$ cat src/hdl/vfld_pkg.sv
// Shared types, constants and helpers for the video frame loss detector.
`timescale 1ns / 1ps

package vfld_pkg;

  // Slot storage
  localparam int NumSlots = 16;
  localparam int SlotW    = (NumSlots > 1) ? $clog2(NumSlots) : 1;

  // Loss limit register
  localparam int          LimitW         = 6;
  localparam logic [5:0]  MaxMissedReset = 6'd30;

  // Saturating divider: quotient bits 6..0, bit 6 means "too far"
  localparam int QuoW = LimitW + 1;
  localparam int RemW = 32 + LimitW;
  localparam int CntW = $clog2(QuoW);

  // Input beat
  typedef struct packed {
    logic [3:0]  slot;
    logic        fresh_slot;
    logic [15:0] sequence_req;
    logic [31:0] timestamp;
    logic        completes_frame;
  } pkt_in_t;

  // Result beat
  typedef struct packed {
    logic [5:0]  conceal_count;
    logic        frame_dropped;
    logic [5:0]  missed_added;
    logic [31:0] dropped_total;
    logic [31:0] missed_total;
  } pkt_out_t;

  // Controller to datapath
  typedef struct packed {
    logic capture;
    logic calc;
    logic div_step;
    logic write;
  } cmd_t;

  // Datapath to controller
  typedef struct packed {
    logic need_div;
    logic div_last;
    logic out_busy;
  } status_t;

  // Slot field to storage index, wrapping modulo the slot count
  function automatic logic [SlotW-1:0] slot_index(input logic [3:0] v);
    logic [SlotW-1:0] r;
    r = '0;
    for (int i = 0; i < 16; i++) begin
      if (v == 4'(i)) r = SlotW'(i % NumSlots);
    end
    return r;
  endfunction

endpackage

$ cat src/hdl/vfld_ctrl.sv
// Sequencing state machine for the video frame loss detector.
`timescale 1ns / 1ps

module vfld_ctrl
  import vfld_pkg::*;
(
  input  logic    clk_i,
  input  logic    rst_ni,
  input  logic    in_valid_i,
  output logic    in_ready_o,
  input  status_t status_i,
  output cmd_t    cmd_o
);

  typedef enum logic [3:0] {
    StIdle  = 4'b0001,
    StCalc  = 4'b0010,
    StDiv   = 4'b0100,
    StWrite = 4'b1000
  } state_e;

  state_e state_q, state_d;

  // Next state and commands
  always_comb begin
    state_d    = state_q;
    cmd_o      = '0;
    in_ready_o = 1'b0;
    unique case (state_q)
      StIdle: begin
        in_ready_o = 1'b1;
        if (in_valid_i) begin
          cmd_o.capture = 1'b1;
          state_d       = StCalc;
        end
      end
      StCalc: begin
        cmd_o.calc = 1'b1;
        state_d    = status_i.need_div ? StDiv : StWrite;
      end
      StDiv: begin
        cmd_o.div_step = 1'b1;
        if (status_i.div_last) state_d = StWrite;
      end
      StWrite: begin
        // hold until the output register is free
        if (!status_i.out_busy) begin
          cmd_o.write = 1'b1;
          state_d     = StIdle;
        end
      end
      default: state_d = StIdle;
    endcase
  end

  always_ff @(posedge clk_i or negedge rst_ni) begin
    if (!rst_ni) begin
      state_q <= StIdle;
    end else begin
      state_q <= state_d;
    end
  end

endmodule

$ cat config.mk
export PLATFORM = sky130hd
export DESIGN_NAME = vfld_ctrl
export DESIGN_NICKNAME = d
export VERILOG_FILES = /design/src/hdl/vfld_pkg.sv /design/src/hdl/vfld_ctrl.sv
export SDC_FILE = /design/constraint.sdc
export NUM_CORES = 1
export LEC_CHECK = 0
export BUFFER_PORTS_ARGS = -buffer_cell sky130_fd_sc_hd__buf_2
export CORE_AREA = 2 2 39 41
export CTS_CLUSTER_SIZE = 24
export DETAILED_ROUTE_END_ITERATION = 10
export DIE_AREA = 0 0 41 43
export GPL_TIMING_DRIVEN = 0
export PLACE_DENSITY = 0.49
export SYNTH_ARGS = -nofsm -noshare
export SYNTH_HDL_FRONTEND = slang
export SYNTH_SLANG_ARGS = --single-unit
$ cat constraint.sdc
create_clock -name clk_i -period 2 [get_ports clk_i]
set_input_delay 0.2 -clock clk_i [delete_from_list [all_inputs] [get_ports clk_i]]
set_output_delay 0.2 -clock clk_i [all_outputs]
set_load 0.02 [all_outputs]
== Word-level counts from Yosys, hierarchy flattened ==
Index checks and enable logic that the tools add are counted.
Storage, ports and cells
  output and inout port bits: 5
  input port bits: 6
  bits in registers: 4
  logic and storage cells: 21
Cells by class
  muxes and demuxes: 12
  equal/unequal tests: 7
  reductions and logical operators: 1
Operators with widths (count)
  4-bit two-way mux: 4
  4-bit case mux with 4 select lines: 1
  1-bit two-way mux: 7
  2-bit != test (second input constant): 3
  4-bit by 1-bit equality test with 1-bit output (second input constant): 1
  4-bit by 2-bit equality test with 1-bit output (second input constant): 1
  4-bit by 3-bit equality test with 1-bit output (second input constant): 1
  4-bit equality test (second input constant): 1
  3-bit AND reduction: 1

== Depth between registers and ports, before layout ==
  word-level depth: 3
  gate-level depth with buffers: 3

== Worst setup path before layout ==
Ideal clock, no wire load.
  path type: register -> output
  start: register state_q[0]
  end: output port cmd_o[3] in the netlist's numbering
  data required time: 1.800 ns
  setup slack: 0.079 ns
  cell stages (with the launch flop): 3
  data arrival time: 1.721 ns
  path through: dfstp_2 -> nor4b_1 -> and2_1
RTL lines
  start: declaration: RTL line vfld_ctrl.sv:22  | state_e state_q, state_d;
  start signal: assignment: RTL line vfld_ctrl.sv:58  | state_q <= StIdle;
  start signal: assignment: RTL line vfld_ctrl.sv:60  | state_q <= state_d;
  end: declaration: RTL line vfld_ctrl.sv:12  | output cmd_t cmd_o

==> results.txt <==
status: complete, no violations
fin nets: 49
DR vias: 268
Die Area: 1763 um2
area post-placement: 320.3 um2
Max Clk Rate: 0.5831 GHz
DR vias/cell: 4.621
CTS Sinks: 4
Reg clk slew, reported paths: 0.03 ns
number of library cell types mapped by synthesis: 19
crit path cell chain: nor4b_1 -> and2_1 -> buf_2
GP Congestion: 0.6642
GRT Overall Usage: 9.293%
Max-slew headroom: 73.86%
Syn Nets: 33
Die Height: 43 um
# rows: 14
Design Area, Final: 356.6 um2
Worst-Skew Late Latency: 0.24 ns
critical path type: register to output pin
Worst setup EP type: output pin
clk_skew: 0.009998 ns
Yosys warnings: 0
Worst path slowest cell: dfstp_2
period utilization: 85.75%
CP max FO: 5
Critical Path AT: 1.51 ns
first-pass GRT wire length: 1035 um
Critical Path RT: 1.80 ns
Hold Crit Class: input pin to register
Area Overhead vs Synth: 42.50%
Seq cells post-synth: 4
VDD IR max: 723.1 uV
DRC Markers: 0
WL/cell: 10.34 um
CP top delay family: simple AND/OR/NAND/NOR gates
layout cell share with drive strength beyond 1: 38.10%
routed wire length: 600 um
setup violators final: 0
Syn Inst Count: 27
initial antenna violation count: 0
CTS tree: yes
Synth Area in XOR/XNOR: 0%
fin crit period: 1.715 ns
top flop regs: state_q: 4 flops
final hold vios: 0
Syn Area/Cell: 9.268 um2
vias in the first global route: 244
Min-Delay Endpoint: state_q[1]$_DFFE_PN0P_
register area share after synthesis: 40.50%
io pins: 11
RSZ-0062 raised after global routing: no
die span in x: 41 um
Setup crit start kind: register
largest reg by FF count: state_q
Detail Placement HPWL: 440.4 um
Pwr Total: 0.0004159 W
CP bufs+invs: 1
CTS Buf Count: 3
Post CTS Setup Buffer Count: 0
detailed router's first-iteration violation count: 5
port bufs: 10
number of diodes: 0
Hold Path Depth: 2
non-filler cells, final: 58
Max-cap violations: 0
dpl cells: 53
setup TNS: 0 ns
max FFs per register: 4
Synth Area in Compound Gates: 15.00%
post-cts sizing count: 0
# hold bufs at CTS: 1
RR Endpoint: state_q[3]$_DFFE_PN0P_
worst-margin pin slew: 0.3867 ns
Cell Area, Synth: 250.2 um2
Leak: 0.1609 nW
fillcell total: 158
min-delay src: in_valid_i
clk root buf: clkbuf_4
reg2reg path depth: 3
adder-cell share of the synthesized area: 0%
Initial Util: 18.08%
power per cell area: 1166 nW/um2
largest net degree at the start of global routing: 11
Reg2Reg Setup Slack: 0.59 ns
antenna violation net count after detailed routing: 0
Crit Reg-Reg Startpoint: state_q[3]$_DFFE_PN0P_
main combinational cell family by area after synthesis: simple AND/OR/NAND/NOR gates
GRT Residual Overflow: 0
Max Buffers Root-to-Sink: 2
core area: 1384 um2
DRT Pass-1 Iters: 3
# H-tree levels: 1
Post-Synth Simple-Gate Area: 43.00%
pins over their slew limit: 0
post-synthesis mux area share: 0%
Max stage delay on crit path: 0.55 ns
-- cell usage after synthesis (all sizes together) --
cell	n	share of area, %
nand3b	1	3.0
and2	3	7.5
or3b	1	3.5
or3	1	2.5
nor4bb	1	4.0
a221oi	1	3.5
dfrtp	3	30
a31oi	1	2.5
nor3	1	2.0
inv	1	1.5
dfstp	1	11
a21oi	1	2.0
nor2b	1	2.5
nor3b	1	3.0
o21ai	2	4.0
nor4b	1	3.5
a211oi	1	3.0
nor2	3	4.5
and2b	2	7.0
-- through the flow --
step / setup WS, ns / hold slack, ns / util, %
final: 0.2851 / 0.1818 / 25.77
after floorplan: 0.07864 / -0.09559 / -
after detailed placement: 0.5389 / 0.009552 / 23.15
after CTS: 0.2656 / 0.1804 / 25.77
after global routing: 0.1522 / 0.1853 / 25.77
after global placement: 0.5192 / 0.007994 / 23.15
-- metal layers --
metal	vias to the layer above	wire length [um]	global-route usage, %
li1	131	-	-
met5	-	0	0
met3	3	44	6.283
met4	0	11	6.000
met1	126	281	11.15
met2	8	262	11.56
-- cells by family after synthesis --
| group | count (synthesis) |
|---|---|
| AO/OA/AOI/OAI | 6 |
| buffers and inverters | 1 |
| AND/OR/NAND/NOR | 16 |
| flip-flops | 4 |
-- power breakdown --
group	leakage (nW)	switching [W]	internal [W]
clock network	0.0150	0.0000379	0.0000752
logic	0.0947	0.0000877	0.0000724
registers	0.0512	0.0000332	0.000109
-- placed cells by master, fill, tap and decap left out --
cell type,instances
a31oi_1,1
buf_2,10
dfstp_2,1
nor2b_1,1
a21oi_1,1
nor3b_1,1
clkbuf_4,3
dlygate4sd3_1,1
nor4b_1,1
nor4bb_1,1
o21ai_0,2
dfrtp_1,3
and2b_2,2
or3b_1,1
nor2_1,3
clkbuf_1,1
and2_1,3
nand3b_1,1
a211oi_1,1
a221oi_1,1
or3_1,1
inv_1,1
nor3_1,1
-- how the worst max path moves through the flow --
stage	start	end	slack [ns]	cells after the start
CTS	state_q[0]$_DFFE_PN1P_	cmd_o[3]	0.27	3
finish	state_q[0]$_DFFE_PN1P_	cmd_o[3]	0.29	3
global placement	state_q[0]$_DFFE_PN1P_	cmd_o[3]	0.52	3
floorplan	state_q[0]$_DFFE_PN1P_	cmd_o[3]	0.08	2
detailed placement	state_q[0]$_DFFE_PN1P_	cmd_o[3]	0.54	3
global route	state_q[0]$_DFFE_PN1P_	cmd_o[3]	0.15	3
-- area by class of cell --
class	instances	area [um2]	area share, %
Inverter	1	3.754	1.053
Sequential cell	4	101.3	28.42
Timing Repair Buffer	11	60.06	16.84
Tap cell	16	20.02	5.614
Clock buffer	4	26.28	7.368
Multi-Input combinational cell	22	145.1	40.70
No activity file was read; power rests on OpenSTA's default activity.
